--- src/rtl/ccsaf_ram.sv ---
`timescale 1ns / 1ps
// Generic single-port synchronous RAM with registered read data.
// No dependencies.
module ccsaf_ram #(
    parameter int WIDTH = 32,
    parameter int DEPTH = 16
) (
    input  logic                     clk,
    input  logic                     en,
    input  logic                     we,
    input  logic [$clog2(DEPTH)-1:0] addr,
    input  logic [WIDTH-1:0]         wdata,
    output logic [WIDTH-1:0]         rdata
);

    logic [WIDTH-1:0] mem [DEPTH];
    logic [WIDTH-1:0] rdata_reg;

    // Write, or read and hold the word until the next read
    always_ff @(posedge clk)
    begin
        if (en)
        begin
            if (we)
            begin
                mem[addr] <= wdata;
            end
            else
            begin
                rdata_reg <= mem[addr];
            end
        end
    end

    assign rdata = rdata_reg;

endmodule

--- config.mk ---
export PLATFORM = sky130hd
export DESIGN_NAME = ccsaf_ram
export DESIGN_NICKNAME = d
export VERILOG_FILES = /design/src/rtl/ccsaf_ram.sv
export SDC_FILE = /design/constraint.sdc
export NUM_CORES = 1
export LEC_CHECK = 0
export BUFFER_PORTS_ARGS = -buffer_cell sky130_fd_sc_hd__buf_4
export CAP_MARGIN = 20
export CORE_MARGIN = 2
export CORE_UTILIZATION = 50
export CTS_CLUSTER_SIZE = 28
export DETAILED_ROUTE_END_ITERATION = 7
export PLACE_DENSITY = 0.68
export SLEW_MARGIN = 20
export SYNTH_ARGS = -nofsm -noshare
export SYNTH_HDL_FRONTEND = slang
export SYNTH_SLANG_ARGS = --single-unit
--- constraint.sdc ---
create_clock -name clk -period 6.6 [get_ports clk]
set_input_delay 0.33 -clock clk [delete_from_list [all_inputs] [get_ports clk]]
set_output_delay 0.33 -clock clk [all_outputs]
set_load 0.005 [all_outputs]
==> impl_metrics.csv <==
group,metric,value,unit
setup_path,critical_path_class,"in -> reg",
setup_path,slowest_delay,840,ps
grt,use_met1,27.6,%
job,cap_violations,0,
clocking,cts_buffers,53,
placement,place_congestion,0.698,
timing,skew,7.42,ps
clocking,cts_tree,"yes",
grt,track_usage,20.0,%
setup_path,crit_fanout,55,
timing,fin_crit_sh,36.4,%
grt,grt_use_met3,3.15,%
timing,relSlewSlack,29.9,%
power,ir_worst_vdd,217,uV
power,p_total,7140,uW
clocking,worstSkewPairLatency,570,ps
final_layout,largest_reg_flops,512,
timing,worstMarginPinSlew,1050,ps
floorplan,core-area,39800,sq um
yosys,ys_types,17,
setup_path,start_kind,"input pin",
yosys,synth_nets,883,
setup_path,crit_buf_inv,2,
timing,hold_viol,0,
grt,top_usage_layer,"met2",
power,power_leakage,0.00739,uW
timing,setup_viol,0,
grt,grt_util_met2,33.4,%
floorplan,design.die.area,42100,sq um
placement,hpwl,21500,microns
final_layout,nets,985,
setup_path,critPathTopFamily,"buffers and inverters",
floorplan,die_h,205,microns
power,powerDensity,308,nW/um^2
clocking,post-cts-setup-buffer-count,0,
clocking,cts-resized-gates,0,
routing,drt_iter0_drc,773,
status,status,"finished, final reports clean",
floorplan,fp-row-count,73,
setup_path,worstPathCellList,"clkbuf_8, buf_4, mux4_2, a22oi_1, nand2_1",
final_layout,drive_above_1_share,32.6,%
routing,drc,0,
routing,drt_wl_total,40200,microns
yosys,synth_seq_cells,544,
clocking,clk_pin_slew,60,ps
placement,port_buffers,70,
routing,vias,8970,
final_layout,syn_to_final_growth,14.9,%
timing,rsz0062_at_grt,"no",
yosys,yosys_warnings,0,
final_layout,fillers,2840,
routing,antenna_left,0,
timing,max_freq,0.417,GHz
clocking,cts_buffer_depth,3,
clocking,cts-root-buf,"clkbuf_16",
yosys,syn_area_per_cell,24.0,sq um
routing,dr.pass1.iters,5,
timing,fin_tns_setup,0,ps
routing,routedWlPerCell,26.5,microns
yosys,syn-cell-area,20200,sq um
clocking,h-tree-depth,2,
yosys,synth.yosys.seq_area_share,80.8,%
setup_path,critPathSlowestCell,"buf_4",
floorplan,start_util,50.8,%
routing,avgViaCountPerCell,5.92,
clocking,numClockSinks,544,
grt,grt_pass1_wl,61000,microns
grt,grt_antenna_before_repair,1,
grt,grt_pass1_vias,9388,
setup_path,setup.worst_path.end_class,"flop",
hold_path,hp-class,"in -> reg",
grt,grt-ovfl-total,0,
setup_path,worstPathArrival,2710,ps
grt,grt_max_degree,60,
floorplan,die_w,205,microns
timing,fin_crit,2400,ps
clocking,holdBufCountCts,0,
timing,timing.final.max_slew_violations,0,
setup_path,required,6910,ps
floorplan,ioPinCount,71,
yosys,syn_inst,844,
## final cells by class
| class | instances | area [sq um] | share of cell area (%) |
|---|---|---|---|
| clock buffer | 65 | 1410 | 6.09 |
| clock inverter | 33 | 310 | 1.34 |
| timing repair buffer | 94 | 737 | 3.17 |
| antenna | 1 | 2.50 | 0.0108 |
| sequential | 544 | 16300 | 70.3 |
| tap | 525 | 657 | 2.83 |
| multi-input combinational | 253 | 3770 | 16.2 |
## synthesized netlist by cell type
master / number / area [sq um]
edfxtp_1: 544 / 16300
mux4_2: 128 / 2880
a22oi_1: 64 / 480
nand2_1: 34 / 128
clkbuf_1: 26 / 97.6
nor2_1: 13 / 48.8
buf_2: 11 / 55.1
buf_6: 8 / 90.1
nor3_1: 4 / 20.0
nor2b_1: 3 / 18.8
nand2b_1: 2 / 12.5
nand4b_1: 2 / 17.5
and2_1: 1 / 6.26
buf_1: 1 / 3.75
buf_4: 1 / 7.51
nand4_1: 1 / 6.26
or3_1: 1 / 6.26
## worst paths after layout
| check | start | end | slack (ps) | cells after the start |
|---|---|---|---|---|
| max | addr[0] | rdata[21]$_DFFE_PP_ | 4200 | 5 |
| min reg2reg | mem[14][29]$_DFFE_PP_ | rdata[29]$_DFFE_PP_ | 750 | 3 |
| max reg2reg | mem[3][7]$_DFFE_PP_ | rdata[7]$_DFFE_PP_ | 5070 | 3 |
| min | wdata[15] | mem[14][15]$_DFFE_PP_ | 50 | 1 |
## power breakdown
part	switching, uW	internal [uW]	total [uW]
sequential	12.2	3850	3870
combinational	172	128	300
clock	1220	1750	2980
## layer usage
layer | part of all wire [%] | vias to the layer above
met3 | 5.6 | 62
met1 | 41 | 4802
met5 | 0 | -
met2 | 51 | 274
met4 | 2.4 | 0
li1 | - | 3832
## stage by stage
step | hold slack [ps] | instance area (sq um) | instances | util [%] | setup WS (ps)
floorplan | 429 | 20200 | 844 | - | 2730
global placement | 624 | 21500 | 1414 | 53.9 | 3570
detailed placement | 631 | 21500 | 1416 | 54.0 | 3540
CTS | 27.0 | 23200 | 1514 | 58.3 | 4120
global route | 42.4 | 23200 | 1515 | 58.3 | 3970
finish | 50.4 | 23200 | 1515 | 58.3 | 4200
## placed cells by master, fill, tap and decap left out, drive strengths merged
cell type,n
a22oi,64
bufinv,6
nand4,1
edfxtp,544
and2,1
inv,1
nand4b,2
nor2b,3
buf,93
nor2,13
nor3,4
mux4,128
clkinv,25
diode,1
nand2,34
or3,1
clkinvlp,1
nand2b,2
clkbuf,66
## worst reg2reg max path: stages (launching register included)
cell      delay, ps
edfxtp_1        380
mux4_2          510
a22oi_1         300
nand2_1         100
## logic make-up (layout without fill, tap and decap cells)
group | Yosys count | after routing | share of synthesized area, %
flops | 544 | 544 | 80.8
compound gates | 64 | 64 | 2.38
mux | 128 | 128 | 14.3
other cells | 0 | 1 | 0
buf+inv | 47 | 192 | 1.26
simple gates | 61 | 61 | 1.31
Note: power is estimated with default switching activity, not from simulation.
