File: config.mk
export PLATFORM = sky130hd
export DESIGN_NAME = ccsaf_blend
export DESIGN_NICKNAME = d
export VERILOG_FILES = /design/src/rtl/ccsaf_pkg.sv /design/src/rtl/ccsaf_blend.sv
export SDC_FILE = /design/constraint.sdc
export NUM_CORES = 1
export LEC_CHECK = 0
export ABC_AREA = 1
export BUFFER_PORTS_ARGS = -buffer_cell sky130_fd_sc_hd__buf_4
export CAP_MARGIN = 20
export CELL_PAD_IN_SITES_DETAIL_PLACEMENT = 0
export CELL_PAD_IN_SITES_GLOBAL_PLACEMENT = 1
export CORE_UTILIZATION = 48
export CTS_CLUSTER_DIAMETER = 40
export DETAILED_ROUTE_END_ITERATION = 10
export GPL_ROUTABILITY_DRIVEN = 0
export PLACE_DENSITY_LB_ADDON = 0.3
export SLEW_MARGIN = 40
export SYNTH_ARGS = -nofsm -noshare
export SYNTH_HDL_FRONTEND = slang
export SYNTH_SLANG_ARGS = --single-unit
File: constraint.sdc
create_clock -name clk -period 8.4 [get_ports clk]
set_input_delay 0.84 -clock clk [delete_from_list [all_inputs] [get_ports clk]]
set_output_delay 0.84 -clock clk [all_outputs]
set_load 0.02 [all_outputs]
File: src/rtl/ccsaf_pkg.sv
`timescale 1ns / 1ps
// Shared constants, types and register codes for the center crop scaler.
// No dependencies; imported by every module of the block except ccsaf_ram.
package ccsaf_pkg;

    // Image store and output frame geometry
    localparam int MAX_SRC_PIXELS = 16777216;
    localparam int OUT_WIDTH      = 1280;
    localparam int OUT_HEIGHT     = 400;

    localparam int ADDR_W     = $clog2(MAX_SRC_PIXELS);
    localparam int LOAD_CNT_W = ADDR_W + 1;
    localparam int COL_W      = $clog2(OUT_WIDTH);
    localparam int ROW_W      = $clog2(OUT_HEIGHT);

    // Register fields
    localparam int SRC_W_W     = 13;
    localparam int SRC_H_W     = 12;
    localparam int CFG_INDEX_W = 2;
    localparam int CFG_DATA_W  = 13;
    localparam logic [SRC_W_W-1:0] SRC_WIDTH_RESET  = 13'd1280;
    localparam logic [SRC_H_W-1:0] SRC_HEIGHT_RESET = 12'd400;

    // Register indexes
    localparam logic [CFG_INDEX_W-1:0] CFG_SRC_WIDTH  = 2'd0;
    localparam logic [CFG_INDEX_W-1:0] CFG_SRC_HEIGHT = 2'd1;

    // Stream payload widths
    localparam int S_TDATA_W = 32;
    localparam int M_TDATA_W = 24;
    localparam int PIX_W     = 32;
    localparam int CH_W      = 8;

    // Crop arithmetic for the 1280:400 = 16:5 aspect ratio.
    // x/5 for x < 81920 is (x*RECIP_5) >> RECIP_5_SHIFT.
    localparam int ASPECT_SHIFT       = 4;
    localparam int RECIP_5            = 52429;
    localparam int RECIP_5_SHIFT      = 18;
    // y/5 for y < 1024 and y/25 for y < 256, small operands
    localparam int RECIP_5_SMALL      = 205;
    localparam int RECIP_25_SMALL     = 41;
    localparam int RECIP_SMALL_SHIFT  = 10;
    // y/25 for y < 199728
    localparam int RECIP_25           = 167773;
    localparam int RECIP_25_SHIFT     = 22;
    // OUT_WIDTH = 5 << 8, OUT_HEIGHT = 25 << 4
    localparam int OW_SHIFT           = 8;
    localparam int OH_SHIFT           = 4;

    // Derived widths of the geometry values
    localparam int AREA_W   = SRC_W_W + SRC_H_W;
    localparam int PROD_W   = 23;
    localparam int CWDIV_W  = 3;
    localparam int CHDIV_W  = 4;
    localparam int CHW_W    = 17;
    localparam int SX_W     = SRC_W_W;
    localparam int BASE_W   = 27;

    // Geometry resync pipeline depth and its counter
    localparam int GEOM_LAT   = 8;
    localparam int SYNC_CNT_W = 4;

    // Flattening over a gray background: x/255 = (x*RECIP_255) >> 23, x < 66052
    localparam int BG_GRAY          = 240;
    localparam int ALPHA_MAX        = 255;
    localparam int NUM_W            = 16;
    localparam int RECIP_255        = 32897;
    localparam int RECIP_255_SHIFT  = 23;

    // Geometry and sampler start values from the resync pipeline
    typedef struct packed {
        logic [AREA_W-1:0]  area;
        logic [CWDIV_W-1:0] cw_div;
        logic [COL_W-1:0]   cw_mod;
        logic [ROW_W-1:0]   ch_mod;
        logic [CHW_W-1:0]   chw;
        logic [SX_W-1:0]    sx;
        logic [COL_W-1:0]   rem_x;
        logic [ROW_W-1:0]   rem_y;
        logic [BASE_W-1:0]  row_base;
    } geom_t;

    typedef enum logic [1:0] {
        EM_IDLE,
        EM_READ,
        EM_MIX,
        EM_DONE
    } emit_state_t;

endpackage

File: src/rtl/ccsaf_blend.sv
`timescale 1ns / 1ps
// Alpha flattening of one RGBA word over gray, two register stages.
// Depends on ccsaf_pkg.
module ccsaf_blend (
    input  logic                         clk,
    input  logic [ccsaf_pkg::PIX_W-1:0]  px,
    output logic [ccsaf_pkg::CH_W-1:0]   blue,
    output logic [ccsaf_pkg::CH_W-1:0]   green,
    output logic [ccsaf_pkg::CH_W-1:0]   red
);
    import ccsaf_pkg::*;

    logic [NUM_W-1:0] num_reg [3];
    logic [31:0]      quot_reg [3];
    logic [CH_W-1:0]  alpha;
    logic [CH_W-1:0]  inv_alpha;
    logic [CH_W-1:0]  chan [3];

    assign alpha     = px[3*CH_W +: CH_W];
    assign inv_alpha = CH_W'(ALPHA_MAX) - alpha;
    // lane order: blue, green, red
    assign chan[0]   = px[2*CH_W +: CH_W];
    assign chan[1]   = px[CH_W +: CH_W];
    assign chan[2]   = px[0 +: CH_W];

    // c*a + 240*(255-a), then divide by 255 through the reciprocal
    always_ff @(posedge clk)
    begin
        for (int i = 0; i < 3; i++)
        begin
            num_reg[i]  <= NUM_W'(chan[i]) * NUM_W'(alpha)
                         + NUM_W'(BG_GRAY) * NUM_W'(inv_alpha);
            quot_reg[i] <= 32'(num_reg[i]) * 32'(RECIP_255);
        end
    end

    assign blue  = quot_reg[0][RECIP_255_SHIFT +: CH_W];
    assign green = quot_reg[1][RECIP_255_SHIFT +: CH_W];
    assign red   = quot_reg[2][RECIP_255_SHIFT +: CH_W];

endmodule

==> metrics.md, run 1 <==
| Metric | Value |
|---|---|
| Initial core utilization | `48.9%` |
| DR vias/cell | `around 5` |
| Normalized max-slew margin | `53.6%` |
| Worst-path clk slew | `approximately 0.070 ns` |
| Crit path time final | `~6.2 ns` |
| Rows | `63` |
| Number of flip-flops in the largest register | `48` |
| # IOs | `between 50 and 60` |
| Final setup fails | `0` |
| Pin count of the biggest net entering global routing | `29` |
| Stages on the worst setup path | `20` |
| Worst Clk Skew | `0.0133 ns` |
| Slew at the pin closest to its max-slew limit | `0.691 ns` |
| Synth cell count leaders | `nand2_1 (484), inv_1 (480), ha_1 (307), fa_1 (154), nor2_1 (105)` |
| Largest family of logic cells by synthesized area | `adder cells` |
| CTS hold repair buffers | `0` |
| Total global routing track utilization | `between 20% and 30%` |
| Die Ht | `~180 µm` |
| Required time of the critical path | `around 8.7 ns` |
| Synth Instances | `1973` |
| Reg2Reg Depth | `14` |
| Total wire length | `approximately 32 mm` |
| Cell chain of the critical path | `buf_4 -> inv_1 -> fa_1 -> fa_1 -> inv_1 -> fa_1 -> fa_1 -> fa_1 -> inv_1 -> fa_1 -> inv_1 -> fa_1 -> inv_1 -> ha_1 -> a21oi_1 -> nand2_1 -> a21oi_1 -> nor2_1 -> nor2_1 -> xor2_1` |
| Grt total ovfl | `0` |
| Synth top area share | `26.5%` |
| FILL cells | `2990` |
| Post-synth top area cell | `ha_1` |
| EDFF count, synth | `0` |
| Compound-Gate Fraction of Synth Area | `5.97%` |
| Post-synth cell types | `33` |
| Hold WC Path Type | `reg -> reg` |
| Initial antenna violation count | `0` |
| Number of setup buffers added after CTS | `0` |
| Crit path DAT | `6.52 ns` |
| Primary FF master, synth | `dfxtp_1` |
| Starting DRC count in detailed routing | `between 400 and 500` |
| Worst hold path cell count | `3` |
| Max-slew violations | `0` |
| Post-cts gate resize count | `0` |
| Port buffer count | `56` |
| Critical path's most frequent cell | `fa_1` |
| Setup TNS Final | `0 ns` |
| Die area | `30900 µm²` |
| Clk_lat worst skew | `approximately 0.36 ns` |
| Count leader, synth | `nand2_1` |
| TritonCTS clock tree | `yes` |
| Syn Nets | `roughly 2500` |
| DRC Markers | `0` |
| Slowest cell on the critical path | `fa_1` |
| Post-Synth Simple-Gate Area | `19.9%` |
| P&R area growth vs syn | `7.02%` |
| DIE WIDTH | `between 150 and 200 µm` |
| Post-DRT Antenna Nets | `0` |
| Sink Count | `72` |
| H-tree levels | `3` |
| Register area share after synthesis | `under 10%` |
| Synth Warn # | `0` |
| Final nets | `around 2500` |
| Crit Path Class | `in -> reg` |
| Critical path fanouts, max | `25` |
| Root buf cell | `clkbuf_16` |
| Router iterations before antenna repair | `5` |
| Max Clk Rate | `between 150 and 200 MHz` |
| Unrepaired setup endpoints after global routing | `false` |
| CP Capture Type | `flip-flop` |
| Adder-cell share of the synthesized area | `47.8%` |
| Asr flop ratio synth | `0%` |
| Routed vias | `between 10000 and 15000` |
| First-pass GRT wire length | `roughly 56 mm` |
| Total CTS buffers | `9` |
| CP Launch Type | `primary input` |
| Post-synthesis mux area share | `0%` |
| Worst Path Buf+Inv | `6` |
| Vias in the first global route | `11800` |
| Hold violation total from the final report | `0` |
| Worst path max stage delay | `approximately 0.63 ns` |
| Top Family by Delay on Critical Path | `adder cells` |
| # diodes | `0` |
| Core area | `between 20000 and 30000 µm²` |
| Share of cells above drive strength 1 | `between 4 and 5%` |
| XOR/XNOR share of the synthesized area | `2.73%` |
| Seq cells post-synth | `between 70 and 80` |
| Syn_area_per_cell | `roughly 7.3 µm²` |
| Dpl hpwl | `~28 mm` |
| CTS Buffer Depth | `2` |
| # Max-Cap Violations | `0` |
| Final Cycle Share | `74.1%` |
| Synth area leaders | `ha_1 (27%), fa_1 (21%), nand2_1 (13%)` |
| Status | `complete, no violations` |
| Wire per inst | `13.6 µm` |
| Synthesized area | `~14000 µm²` |
layout by cell type, fill, tap and decap left out, types with 25 or more instances in the layout:
| cell | n |
|---|---|
| fa_1 | 154 |
| o21ai_0 | 40 |
| xor2_1 | 25 |
| ha_1 | 307 |
| nand3_1 | 76 |
| nand2_1 | 484 |
| dfxtp_1 | 72 |
| nor2_1 | 105 |
| a21oi_1 | 78 |
| inv_1 | 480 |
| buf_4 | 56 |
per-layer routing:
layer / vias up / global-route usage [%] / share of wire (%)
li1: 6075 / - / -
met1: 5522 / 31.7 / 49
met2: 216 / 37.5 / 46
met3: 38 / 1.82 / 3.4
met4: 0 / 6.09 / 1.8
met5: - / 0 / 0
logic make-up after synthesis:
logic type               Yosys count
AO/OA/AOI/OAI                    154
adder cells (fa/ha/maj)          461
flip-flops                        72
AND/OR/NAND/NOR                  714
XOR/XNOR                          43
buffers and inverters            529
worst min-delay path, delay by kind of cell (launching register included):
family | cells | cell delay [ns]
flops | 1 | 0.39
buf+inv | 1 | 0.08
simple gates | 2 | 0.09
path summary, 6_finish.rpt:
path	from	end	slack, ns
setup / recovery	px[26]	num_reg[0][12]$_DFF_P_	2.18
hold / removal	num_reg[0][30]$_DFF_P_	quot_reg[0][61]$_DFF_P_	0.60
setup reg to reg	num_reg[0][29]$_DFF_P_	quot_reg[0][58]$_DFF_P_	5.30
hold reg to reg	num_reg[0][30]$_DFF_P_	quot_reg[0][61]$_DFF_P_	0.60
final cells by class:
| cell class | instances | area (µm²) | share of cell area [%] |
|---|---|---|---|
| Timing Repair Buffer | 56 | 420 | 2.71 |
| Sequential cell | 72 | 1440 | 9.29 |
| Multi-Input combinational cell | 1372 | 11100 | 71.3 |
| Clock buffer | 10 | 239 | 1.54 |
| Clock inverter | 6 | 50.0 | 0.323 |
| Tap cell | 390 | 488 | 3.15 |
| Inverter | 481 | 1810 | 11.6 |
stage by stage:
stage,hold slack [ns],instances,utilization [%],instance area (µm²),worst slack [ns]
finish,0.597,2387,52.3,15500,2.18
global route,0.642,2387,52.3,15500,1.87
CTS,0.596,2387,52.3,15500,2.20
detailed placement,0.584,2371,51.4,15200,1.82
global placement,0.579,2371,51.4,15200,1.91
floorplan,0.471,1973,-,14500,2.05
Power of run 1 is left out: the tool's default activity adds up to more than one toggle a clock period on the data nets, which glitch-free logic cannot reach.
==> inputs of run 2 (changes only) <==
CORE_UTILIZATION = 44   (was 48)
clock period = 5.5 ns   (was 8.4 ns; I/O delays follow)
==> run 2 against run 1 <==
Net effect: final area rose by 4.6%; critical path depth rose by 6; global-route usage fell by 0.83 points; first-iteration DRC count rose by 18%; non-clock buffer count rose by 60; flip-flop and latch count did not move; setup slack got worse by 1.9 ns; final cell count rose by 4.7%; largest cell class unchanged.
==> metrics.md, run 2 (synthesis results as in run 1) <==
| Metric | Value |
|---|---|
| P&R area growth vs syn | `12.0%` |
| CP Capture Type | `flip-flop` |
| Most common cell after layout, fill and taps aside | `nand2_1` |
| Share of cells above drive strength 1 | `a little over 8%` |
| Finished Layout Cells | `roughly 2500` |
| CTS Buffer Depth | `2` |
| Worst-path clk slew | `around 0.070 ns` |
| Total global routing track utilization | `between 20% and 30%` |
| Top Family by Delay on Critical Path | `adder cells` |
| Normalized max-slew margin | `approximately 50%` |
| Router iterations before antenna repair | `5` |
| Hold WC Path Type | `in -> reg` |
| Critical path fanouts, max | `4` |
| Routed vias | `11900` |
| Final Cycle Share | `a little over nine tenths` |
| # Max-Cap Violations | `0` |
| Final nets | `around 2500` |
| Slowest cell on the critical path | `fa_1` |
| Vias in the first global route | `about 12000` |
| DRC Markers | `0` |
| First-pass GRT wire length | `58.6 mm` |
| Most frequent cells in the layout | `nand2_1 (484), inv_1 (474), ha_1 (300)` |
| TritonCTS clock tree | `yes` |
| DP Cell Count | `2480` |
| # diodes | `0` |
| Layout Cell Area excl Fill | `16200 µm²` |
| CP Launch Type | `primary input` |
| Starting DRC count in detailed routing | `578` |
| Total CTS buffers | `9` |
| # IOs | `between 50 and 60` |
| Placement-stage cell area | `approximately 16000 µm²` |
| Total wire length | `approximately 35 mm` |
| Rows | `66` |
| Die area | `approximately 34000 µm²` |
| Max-slew violations | `0` |
| Max Clk Rate | `around 190 MHz` |
| Die Ht | `around 180 µm` |
| Crit path time final | `around 5.3 ns` |
| Worst Path Buf+Inv | `9` |
| Crit path DAT | `5.55 ns` |
| Worst Clk Skew | `0.0104 ns` |
| DR vias/cell | `~4.8` |
| Grt total ovfl | `0` |
| Hold violation total from the final report | `0` |
| Crit Path Class | `in -> reg` |
| Clk_lat worst skew | `between 0.3 and 0.4 ns` |
| Setup TNS Final | `0 ns` |
| Status | `complete, no violations` |
| FILL cells | `between 3000 and 4000` |
| Pin count of the biggest net entering global routing | `28` |
| Required time of the critical path | `between 5 and 6 ns` |
| CTS hold repair buffers | `0` |
| Post-DRT Antenna Nets | `0` |
| H-tree levels | `3` |
| Slew at the pin closest to its max-slew limit | `approximately 0.74 ns` |
| Initial antenna violation count | `0` |
| Initial core utilization | `44.7%` |
| Final setup fails | `0` |
| Wire per inst | `13.9 µm` |
| Sink Count | `72` |
| Dpl hpwl | `around 29 mm` |
| Stages on the worst setup path | `26` |
| Root buf cell | `clkbuf_16` |
| Port buffer count | `56` |
| Worst hold path cell count | `3` |
| Core area | `32500 µm²` |
| Worst path max stage delay | `about 0.54 ns` |
| Number of flip-flops in the largest register | `48` |
| DIE WIDTH | `around 180 µm` |
| Reg2Reg Depth | `12` |
[run 2: through the flow]
step                hold WS, ns  util (%)  worst slack [ns]
finish                    0.470      50.0             0.238
CTS                       0.460      49.8             0.142
global placement          0.584      48.8            -0.185
global route              0.477      50.0           -0.0215
floorplan                 0.471         -           -0.0599
detailed placement        0.600      48.8            -0.214
[run 2: path summary, 6_finish.rpt]
check,start,endpoint,slack [ns]
max,px[25],num_reg[0][29]$_DFF_P_,0.24
min reg2reg,num_reg[0][30]$_DFF_P_,quot_reg[0][61]$_DFF_P_,0.61
max reg2reg,num_reg[0][46]$_DFF_P_,quot_reg[0][90]$_DFF_P_,2.32
min,px[8],num_reg[0][16]$_DFF_P_,0.47
[run 2: final cells by class]
class,count,area [µm²],share of cell area [%]
Inverter,481,1810,11.1
Tap cell,442,553,3.41
Clock inverter,7,101,0.624
Sequential cell,72,1440,8.88
Timing Repair Buffer,116,871,5.37
Clock buffer,9,225,1.39
Multi-Input combinational cell,1372,11200,69.2
[run 2: timing repair]
item / 4_1_cts / 5_1_grt
gates resized for setup: 0 / 12
setup buffers: 0 / 3
setup endpoints to repair: 0 / 7
[run 2: worst min-delay path: cells and delay by family]
kind	cells	cell delay (ns)
buffers and inverters	2	0.19
and+or+nand+nor	1	0.06
[run 2: per-layer routing]
layer	share of wire (%)	track usage (%)	up-vias
met5	0	0	-
met4	1.2	4.90	0
met3	3.1	1.70	23
met2	46	36.7	187
met1	50	30.5	5529
li1	-	-	6207
Power of run 2 is left out for the same reason.
