--- config.mk ---
export PLATFORM = sky130hd
export DESIGN_NAME = ccsaf_geom
export DESIGN_NICKNAME = d
export VERILOG_FILES = /design/src/rtl/ccsaf_pkg.sv /design/src/rtl/ccsaf_geom.sv
export SDC_FILE = /design/constraint.sdc
export NUM_CORES = 2
export LEC_CHECK = 0
export BUFFER_PORTS_ARGS = -buffer_cell sky130_fd_sc_hd__buf_2
export CAP_MARGIN = 20
export CORE_MARGIN = 4
export CORE_UTILIZATION = 59
export CTS_BUF_LIST = sky130_fd_sc_hd__clkbuf_2 sky130_fd_sc_hd__clkbuf_4 sky130_fd_sc_hd__clkbuf_8
export DETAILED_ROUTE_END_ITERATION = 6
export GPL_ROUTABILITY_DRIVEN = 0
export PLACE_DENSITY = 0.9
export SLEW_MARGIN = 20
export SYNTH_ARGS = -nofsm -noshare
export SYNTH_HDL_FRONTEND = slang
export SYNTH_SLANG_ARGS = --single-unit
--- constraint.sdc ---
create_clock -name clk -period 7.2 [get_ports clk]
set_input_delay 1.44 -clock clk [delete_from_list [all_inputs] [get_ports clk]]
set_output_delay 1.44 -clock clk [all_outputs]
set_load 0.01 [all_outputs]
--- src/rtl/ccsaf_pkg.sv ---
`timescale 1ns / 1ps
// Shared constants, types and register codes for the center crop scaler.
// No dependencies; imported by every module of the block except ccsaf_ram.
package ccsaf_pkg;

    // Image store and output frame geometry
    localparam int MAX_SRC_PIXELS = 16777216;
    localparam int OUT_WIDTH      = 1280;
    localparam int OUT_HEIGHT     = 400;

    localparam int ADDR_W     = $clog2(MAX_SRC_PIXELS);
    localparam int LOAD_CNT_W = ADDR_W + 1;
    localparam int COL_W      = $clog2(OUT_WIDTH);
    localparam int ROW_W      = $clog2(OUT_HEIGHT);

    // Register fields
    localparam int SRC_W_W     = 13;
    localparam int SRC_H_W     = 12;
    localparam int CFG_INDEX_W = 2;
    localparam int CFG_DATA_W  = 13;
    localparam logic [SRC_W_W-1:0] SRC_WIDTH_RESET  = 13'd1280;
    localparam logic [SRC_H_W-1:0] SRC_HEIGHT_RESET = 12'd400;

    // Register indexes
    localparam logic [CFG_INDEX_W-1:0] CFG_SRC_WIDTH  = 2'd0;
    localparam logic [CFG_INDEX_W-1:0] CFG_SRC_HEIGHT = 2'd1;

    // Stream payload widths
    localparam int S_TDATA_W = 32;
    localparam int M_TDATA_W = 24;
    localparam int PIX_W     = 32;
    localparam int CH_W      = 8;

    // Crop arithmetic for the 1280:400 = 16:5 aspect ratio.
    // x/5 for x < 81920 is (x*RECIP_5) >> RECIP_5_SHIFT.
    localparam int ASPECT_SHIFT       = 4;
    localparam int RECIP_5            = 52429;
    localparam int RECIP_5_SHIFT      = 18;
    // y/5 for y < 1024 and y/25 for y < 256, small operands
    localparam int RECIP_5_SMALL      = 205;
    localparam int RECIP_25_SMALL     = 41;
    localparam int RECIP_SMALL_SHIFT  = 10;
    // y/25 for y < 199728
    localparam int RECIP_25           = 167773;
    localparam int RECIP_25_SHIFT     = 22;
    // OUT_WIDTH = 5 << 8, OUT_HEIGHT = 25 << 4
    localparam int OW_SHIFT           = 8;
    localparam int OH_SHIFT           = 4;

    // Derived widths of the geometry values
    localparam int AREA_W   = SRC_W_W + SRC_H_W;
    localparam int PROD_W   = 23;
    localparam int CWDIV_W  = 3;
    localparam int CHDIV_W  = 4;
    localparam int CHW_W    = 17;
    localparam int SX_W     = SRC_W_W;
    localparam int BASE_W   = 27;

    // Geometry resync pipeline depth and its counter
    localparam int GEOM_LAT   = 8;
    localparam int SYNC_CNT_W = 4;

    // Flattening over a gray background: x/255 = (x*RECIP_255) >> 23, x < 66052
    localparam int BG_GRAY          = 240;
    localparam int ALPHA_MAX        = 255;
    localparam int NUM_W            = 16;
    localparam int RECIP_255        = 32897;
    localparam int RECIP_255_SHIFT  = 23;

    // Geometry and sampler start values from the resync pipeline
    typedef struct packed {
        logic [AREA_W-1:0]  area;
        logic [CWDIV_W-1:0] cw_div;
        logic [COL_W-1:0]   cw_mod;
        logic [ROW_W-1:0]   ch_mod;
        logic [CHW_W-1:0]   chw;
        logic [SX_W-1:0]    sx;
        logic [COL_W-1:0]   rem_x;
        logic [ROW_W-1:0]   rem_y;
        logic [BASE_W-1:0]  row_base;
    } geom_t;

    typedef enum logic [1:0] {
        EM_IDLE,
        EM_READ,
        EM_MIX,
        EM_DONE
    } emit_state_t;

endpackage

--- src/rtl/ccsaf_geom.sv ---
`timescale 1ns / 1ps
// Crop geometry and sampler start position, free-running eight-stage pipeline.
// Depends on ccsaf_pkg. Outputs are registered, the start values in stage 8.
module ccsaf_geom (
    input  logic                           clk,
    input  logic [ccsaf_pkg::SRC_W_W-1:0]  src_width,
    input  logic [ccsaf_pkg::SRC_H_W-1:0]  src_height,
    input  logic [ccsaf_pkg::COL_W-1:0]    out_col,
    input  logic [ccsaf_pkg::ROW_W-1:0]    out_row,
    output ccsaf_pkg::geom_t               geom
);
    import ccsaf_pkg::*;

    // stage 1
    logic [SRC_W_W-1:0] s1_w_reg;
    logic [SRC_H_W-1:0] s1_h_reg;
    logic [COL_W-1:0]   s1_col_reg;
    logic [ROW_W-1:0]   s1_row_reg;
    logic [AREA_W-1:0]  s1_area_reg;
    logic [PROD_W-1:0]  s1_wp_reg;
    logic [PROD_W-1:0]  s1_hp_reg;
    logic [15:0]        s1_h16_reg;
    logic [15:0]        s1_w5_reg;
    // stage 2
    logic [SRC_W_W-1:0] s2_w_reg;
    logic [SRC_H_W-1:0] s2_h_reg;
    logic [COL_W-1:0]   s2_col_reg;
    logic [ROW_W-1:0]   s2_row_reg;
    logic [AREA_W-1:0]  s2_area_reg;
    logic               s2_wider_reg;
    logic [31:0]        s2_q_reg;
    logic [15:0]        s2_w5_reg;
    // stage 3
    logic [SRC_W_W-1:0] s3_w_reg;
    logic [SRC_H_W-1:0] s3_h_reg;
    logic [COL_W-1:0]   s3_col_reg;
    logic [ROW_W-1:0]   s3_row_reg;
    logic [SRC_W_W-1:0] s3_cw_reg;
    logic [SRC_H_W-1:0] s3_ch_reg;
    // stage 4
    logic [SRC_W_W-1:0] s4_w_reg;
    logic [SRC_W_W-1:0] s4_cw_reg;
    logic [SRC_H_W-1:0] s4_ch_reg;
    logic [SRC_W_W-2:0] s4_ox_reg;
    logic [SRC_H_W-2:0] s4_oy_reg;
    logic [CWDIV_W-1:0] s4_cwdiv_reg;
    logic [CHDIV_W-1:0] s4_chdiv_reg;
    logic [23:0]        s4_pcol_reg;
    logic [20:0]        s4_prow_reg;
    // stage 5
    logic [SRC_W_W-1:0] s5_w_reg;
    logic [SRC_W_W-2:0] s5_ox_reg;
    logic [SRC_H_W-2:0] s5_oy_reg;
    logic [COL_W-1:0]   s5_cwmod_reg;
    logic [ROW_W-1:0]   s5_chmod_reg;
    logic [CHW_W-1:0]   s5_chw_reg;
    logic [23:0]        s5_pcol_reg;
    logic [20:0]        s5_prow_reg;
    logic [31:0]        s5_qx_reg;
    logic [34:0]        s5_qy_reg;
    // stage 6
    logic [SRC_W_W-1:0] s6_w_reg;
    logic [SRC_W_W-2:0] s6_ox_reg;
    logic [SRC_H_W-2:0] s6_oy_reg;
    logic [23:0]        s6_pcol_reg;
    logic [20:0]        s6_prow_reg;
    logic [SX_W-1:0]    s6_sx_reg;
    logic [12:0]        s6_sy_reg;
    // stage 7
    logic [SRC_W_W-2:0] s7_ox_reg;
    logic [SX_W-1:0]    s7_sx_reg;
    logic [COL_W-1:0]   s7_remx_reg;
    logic [ROW_W-1:0]   s7_remy_reg;
    logic [BASE_W-1:0]  s7_rowmul_reg;
    // stage 8
    logic [SX_W-1:0]    s8_sx_reg;
    logic [COL_W-1:0]   s8_remx_reg;
    logic [ROW_W-1:0]   s8_remy_reg;
    logic [BASE_W-1:0]  s8_base_reg;

    logic [SRC_W_W-1:0] dx;
    logic [SRC_H_W-1:0] dy;
    logic [12:0]        cwdiv_prod;
    logic [13:0]        chdiv_prod;
    logic [13:0]        row_idx;

    assign dx         = s3_w_reg - s3_cw_reg;
    assign dy         = s3_h_reg - s3_ch_reg;
    assign cwdiv_prod = 13'(s3_cw_reg[SRC_W_W-1:OW_SHIFT]) * 13'(RECIP_5_SMALL);
    assign chdiv_prod = 14'(s3_ch_reg[SRC_H_W-1:OH_SHIFT]) * 14'(RECIP_25_SMALL);
    assign row_idx    = 14'(s6_oy_reg) + 14'(s6_sy_reg);

    always_ff @(posedge clk)
    begin
        // area and aspect products
        s1_w_reg    <= src_width;
        s1_h_reg    <= src_height;
        s1_col_reg  <= out_col;
        s1_row_reg  <= out_row;
        s1_area_reg <= AREA_W'(src_width) * AREA_W'(src_height);
        s1_wp_reg   <= PROD_W'(src_width) * PROD_W'(OUT_HEIGHT);
        s1_hp_reg   <= PROD_W'(src_height) * PROD_W'(OUT_WIDTH);
        s1_h16_reg  <= {src_height, {ASPECT_SHIFT{1'b0}}};
        s1_w5_reg   <= 16'(src_width) * 16'd5;

        // which side is cropped, h*16/5 by reciprocal
        s2_w_reg     <= s1_w_reg;
        s2_h_reg     <= s1_h_reg;
        s2_col_reg   <= s1_col_reg;
        s2_row_reg   <= s1_row_reg;
        s2_area_reg  <= s1_area_reg;
        s2_wider_reg <= s1_wp_reg > s1_hp_reg;
        s2_q_reg     <= 32'(s1_h16_reg) * 32'(RECIP_5);
        s2_w5_reg    <= s1_w5_reg;

        // crop size
        s3_w_reg   <= s2_w_reg;
        s3_h_reg   <= s2_h_reg;
        s3_col_reg <= s2_col_reg;
        s3_row_reg <= s2_row_reg;
        s3_cw_reg  <= s2_wider_reg ? s2_q_reg[RECIP_5_SHIFT +: SRC_W_W] : s2_w_reg;
        s3_ch_reg  <= s2_wider_reg ? s2_h_reg : s2_w5_reg[15:ASPECT_SHIFT];

        // offsets, per-step quotients, position products
        s4_w_reg     <= s3_w_reg;
        s4_cw_reg    <= s3_cw_reg;
        s4_ch_reg    <= s3_ch_reg;
        s4_ox_reg    <= dx[SRC_W_W-1:1];
        s4_oy_reg    <= dy[SRC_H_W-1:1];
        s4_cwdiv_reg <= cwdiv_prod[RECIP_SMALL_SHIFT +: CWDIV_W];
        s4_chdiv_reg <= chdiv_prod[RECIP_SMALL_SHIFT +: CHDIV_W];
        s4_pcol_reg  <= 24'(s3_col_reg) * 24'(s3_cw_reg);
        s4_prow_reg  <= 21'(s3_row_reg) * 21'(s3_ch_reg);

        // per-step remainders, row stride, position quotients
        s5_w_reg     <= s4_w_reg;
        s5_ox_reg    <= s4_ox_reg;
        s5_oy_reg    <= s4_oy_reg;
        s5_cwmod_reg <= COL_W'(s4_cw_reg - 13'(s4_cwdiv_reg) * 13'(OUT_WIDTH));
        s5_chmod_reg <= ROW_W'(s4_ch_reg - 12'(s4_chdiv_reg) * 12'(OUT_HEIGHT));
        s5_chw_reg   <= CHW_W'(s4_chdiv_reg) * CHW_W'(s4_w_reg);
        s5_pcol_reg  <= s4_pcol_reg;
        s5_prow_reg  <= s4_prow_reg;
        s5_qx_reg    <= 32'(s4_pcol_reg[23:OW_SHIFT]) * 32'(RECIP_5);
        s5_qy_reg    <= 35'(s4_prow_reg[20:OH_SHIFT]) * 35'(RECIP_25);

        // source column and row of the current position
        s6_w_reg    <= s5_w_reg;
        s6_ox_reg   <= s5_ox_reg;
        s6_oy_reg   <= s5_oy_reg;
        s6_pcol_reg <= s5_pcol_reg;
        s6_prow_reg <= s5_prow_reg;
        s6_sx_reg   <= s5_qx_reg[RECIP_5_SHIFT +: SX_W];
        s6_sy_reg   <= s5_qy_reg[RECIP_25_SHIFT +: 13];

        // remainders and row start
        s7_ox_reg     <= s6_ox_reg;
        s7_sx_reg     <= s6_sx_reg;
        s7_remx_reg   <= COL_W'(s6_pcol_reg - 24'(s6_sx_reg) * 24'(OUT_WIDTH));
        s7_remy_reg   <= ROW_W'(s6_prow_reg - 21'(s6_sy_reg) * 21'(OUT_HEIGHT));
        s7_rowmul_reg <= BASE_W'(row_idx) * BASE_W'(s6_w_reg);

        s8_sx_reg   <= s7_sx_reg;
        s8_remx_reg <= s7_remx_reg;
        s8_remy_reg <= s7_remy_reg;
        s8_base_reg <= s7_rowmul_reg + BASE_W'(s7_ox_reg);
    end

    always_comb
    begin
        geom.area     = s2_area_reg;
        geom.cw_div   = s4_cwdiv_reg;
        geom.cw_mod   = s5_cwmod_reg;
        geom.ch_mod   = s5_chmod_reg;
        geom.chw      = s5_chw_reg;
        geom.sx       = s8_sx_reg;
        geom.rem_x    = s8_remx_reg;
        geom.rem_y    = s8_remy_reg;
        geom.row_base = s8_base_reg;
    end

endmodule

==> results.txt <==
----------------------------------------------------
[Setup path]
  Category of the worst setup path capture point ... flip-flop
  Slowest cell on the critical path ... sky130_fd_sc_hd__fa_1
  Cell with the most instances on the worst path ... sky130_fd_sc_hd__inv_1
  Stage delay of the slowest cell on the critical path ... 0.59 ns
  Signal arrival time at the worst endpoint ... 7.67 ns
  Critical Path Fanout Max ... 6
  Data required time at the worst endpoint ... 7.84 ns
  Critical path type ... flip-flop to flip-flop
  Crit path launch type ... flip-flop

[Yosys]
  Mean area per synthesized cell ... 10.29 um^2
  Number of enable-type register cells in the synthesized netlist ... 0
  Post-synthesis register bit count ... 717
  Number of different library cells in the post-synthesis netlist ... 67
  Post-synth top flop ... sky130_fd_sc_hd__dfxtp_1
  Post-synthesis net count ... 6737
  Proportion of synthesized chip area in sequential cells ... 26.81%
  Post-synthesis instance area ... 53540 um^2
  Gate count of the mapped netlist ... 5202
  Fraction of registers with async set or reset after synthesis ... 0%
  Number of synthesis warnings ... 0

[Die]
  I/O pin total ... 171
  Die Footprint ... 95620 um^2
  Width of the die ... 309.2 um
  Vert. Die Dim ... 309.2 um
  Core area ... 90010 um^2
  Initial cell density of the core ... 59.48%
  Number of placement rows ... 110

[Final layout]
  Multi-input gate area ... 34940 um^2
  Final-layout fill cell count ... 6139
  Fraction of layout cells with a size suffix above 1 ... 9.340%
  Most common cell after layout, fill and taps aside ... sky130_fd_sc_hd__inv_1
  Layout Utilization ... 65.12%
  Layout overhead on the synthesized area ... 9.479%
  Fin nets ... 6953
  Count of non-filler cells in the finished layout ... 6692
  Most frequent cells in the layout ... sky130_fd_sc_hd__inv_1, sky130_fd_sc_hd__ha_1, sky130_fd_sc_hd__dfxtp_1, sky130_fd_sc_hd__fa_1, sky130_fd_sc_hd__nand2_1
  Sequential cell area ... 14360 um^2

[Placement]
  Placed cells ... 6474
  Number of input and output port buffers inserted ... 170
  Setup slack at placement ... -0.1798 ns
  DP Wirelength ... 92650 um

[Global route]
  Largest net degree at the start of global routing ... 30
  Total overflow reported by the global router ... 0
  Initial antenna violation count ... 3
  Wire length of the first global-routing pass ... 197700 um
  Via count of the first global-routing pass ... 40498
  Total routing usage reported by global routing ... 25.70%

[Clock network]
  Worst skew pair latency ... 0.77 ns
  Clock transition at path regs ... 0.06 ns
  Quantity of hold-fixing buffers added after cts ... 0
  Clock Tree Buf Depth ... 3
  TritonCTS Buffers ... 111
  CTS H-tree lvls ... 3
  Sinks on Clock Net ... 717
  Clock root buffer ... sky130_fd_sc_hd__clkbuf_8
  Clock tree from TritonCTS ... built

[Run status]
  Status ... finished clean

[STA]
  Final clock period utilization by the worst path ... 97.61%
  Final Critical Period ... 7.028 ns
  Total negative slack for setup checks ... 0 ns
  Final hold violations ... 0
  Clk_skew ... 0.05273 ns
  Setup WS post-layout ... 0.1718 ns
  Final max-slew violation count ... 0
  Achievable Freq ... 142.3 MHz
  Final-report setup violation count ... 0
  Transition time at the pin with the least slew margin ... 0.9477 ns
  Worst slew margin relative to its limit ... 36.37%

[Detailed routing]
  Total via count in the routed design ... 36789
  Remaining DRCs ... 0
  Average wire length per cell after detail routing ... 18.03 um
  Number of nets still failing antenna checks after routing ... 0
  Overall routed net length ... 120700 um
  Routed via count divided by cell count ... 5.497
  DR iter-0 viols ... 2707
  First-pass detailed-route iteration total ... 6

[Min path]
  Worst min-delay path class ... flip-flop to flip-flop

[Job]
  Number of violations of the max-capacitance limit ... 0

----------------------------------------------------
==> final timing paths <==
path | from | to | slack, ns | depth (start not counted)
worst max register to register | s6_sy_reg[0] | s7_rowmul_reg[23] | 0.17 | 31
worst min register to register | s1_w5_reg[5] | s2_w5_reg[5] | 0.30 | 0
worst max-delay path | s6_sy_reg[0] | s7_rowmul_reg[23] | 0.17 | 31
worst min-delay path | s1_w5_reg[5] | s2_w5_reg[5] | 0.30 | 0
==> timing repair <==
item / CTS / global route
pin swaps: 1 / 28
resized for setup: 7 / 51
setup buffers: 0 / 7
endpoints found under the setup margin: 8 / 9
==> kinds of logic after synthesis <==
family / synth area share [%]
multiplexers: 1.068
buffers and inverters: 8.292
XOR/XNOR: 3.894
AO/OA/AOI/OAI: 6.062
flip-flops: 26.81
adder cells (fa/ha/maj): 44.43
AND/OR/NAND/NOR: 9.440
==> area by class of cell <==
type,count,area share [%]
clock inverters,40,0.7770
flip-flops and latches,717,24.50
multi-input cells,3304,59.61
clock buffers,169,3.659
repair buffers,217,2.107
inverters,1067,6.833
diodes,2,0.008539
well taps,1176,2.510
==> per-layer routing <==
metal | GRT usage (%) | part of all wire, %
met5 | 0 | 0.011
met4 | 11.87 | 4.7
met3 | 5.884 | 7.8
met2 | 45.05 | 50
met1 | 30.12 | 38
==> per-stage QoR <==
stage          cell area [um^2]  hold WS [ns]
2_1_floorplan             53540        0.3096
3_5_place_dp              55730        0.3121
5_1_grt                   58610        0.3145
4_1_cts                   58340        0.3119
3_3_place_gp              55720        0.3096
6_report                  58610        0.2958
==> cell usage after synthesis (all sizes together) (8+ instances only) <==
cell | count | area share, %
a21oi | 162 | 1.5
and3 | 16 | 0.19
nor3 | 36 | 0.34
o21ai | 77 | 0.72
a211oi | 11 | 0.15
clkbuf | 107 | 0.75
o31ai | 8 | 0.11
nor3b | 11 | 0.16
xor2 | 71 | 1.2
dfxtp | 717 | 27
and2 | 256 | 3.0
nand4 | 19 | 0.22
nand2b | 47 | 0.55
a31oi | 17 | 0.20
xnor2 | 167 | 2.7
nor2b | 39 | 0.46
o21a | 21 | 0.29
nand2 | 451 | 3.2
ha | 802 | 19
a21o | 88 | 1.2
fa | 687 | 26
o211ai | 9 | 0.13
mux2 | 33 | 0.69
o21bai | 30 | 0.42
nand3b | 9 | 0.13
a21boi | 12 | 0.17
mux2i | 20 | 0.37
nor2 | 88 | 0.62
nand3 | 26 | 0.24
inv | 1067 | 7.5
==> worst max-delay path, delay by kind of cell (launching register included) <==
kind	cells	cell delay, ns
adder cells (fa/ha/maj)	8	3.06
AO/OA/AOI/OAI	12	2.51
buffers and inverters	7	0.55
flip-flops	1	0.33
AND/OR/NAND/NOR	2	0.19
multiplexers	1	0.15
XOR/XNOR	1	0.15
Power is not shown: default switching activity piles up to over one toggle a cycle in this logic, so the estimate is an artifact.
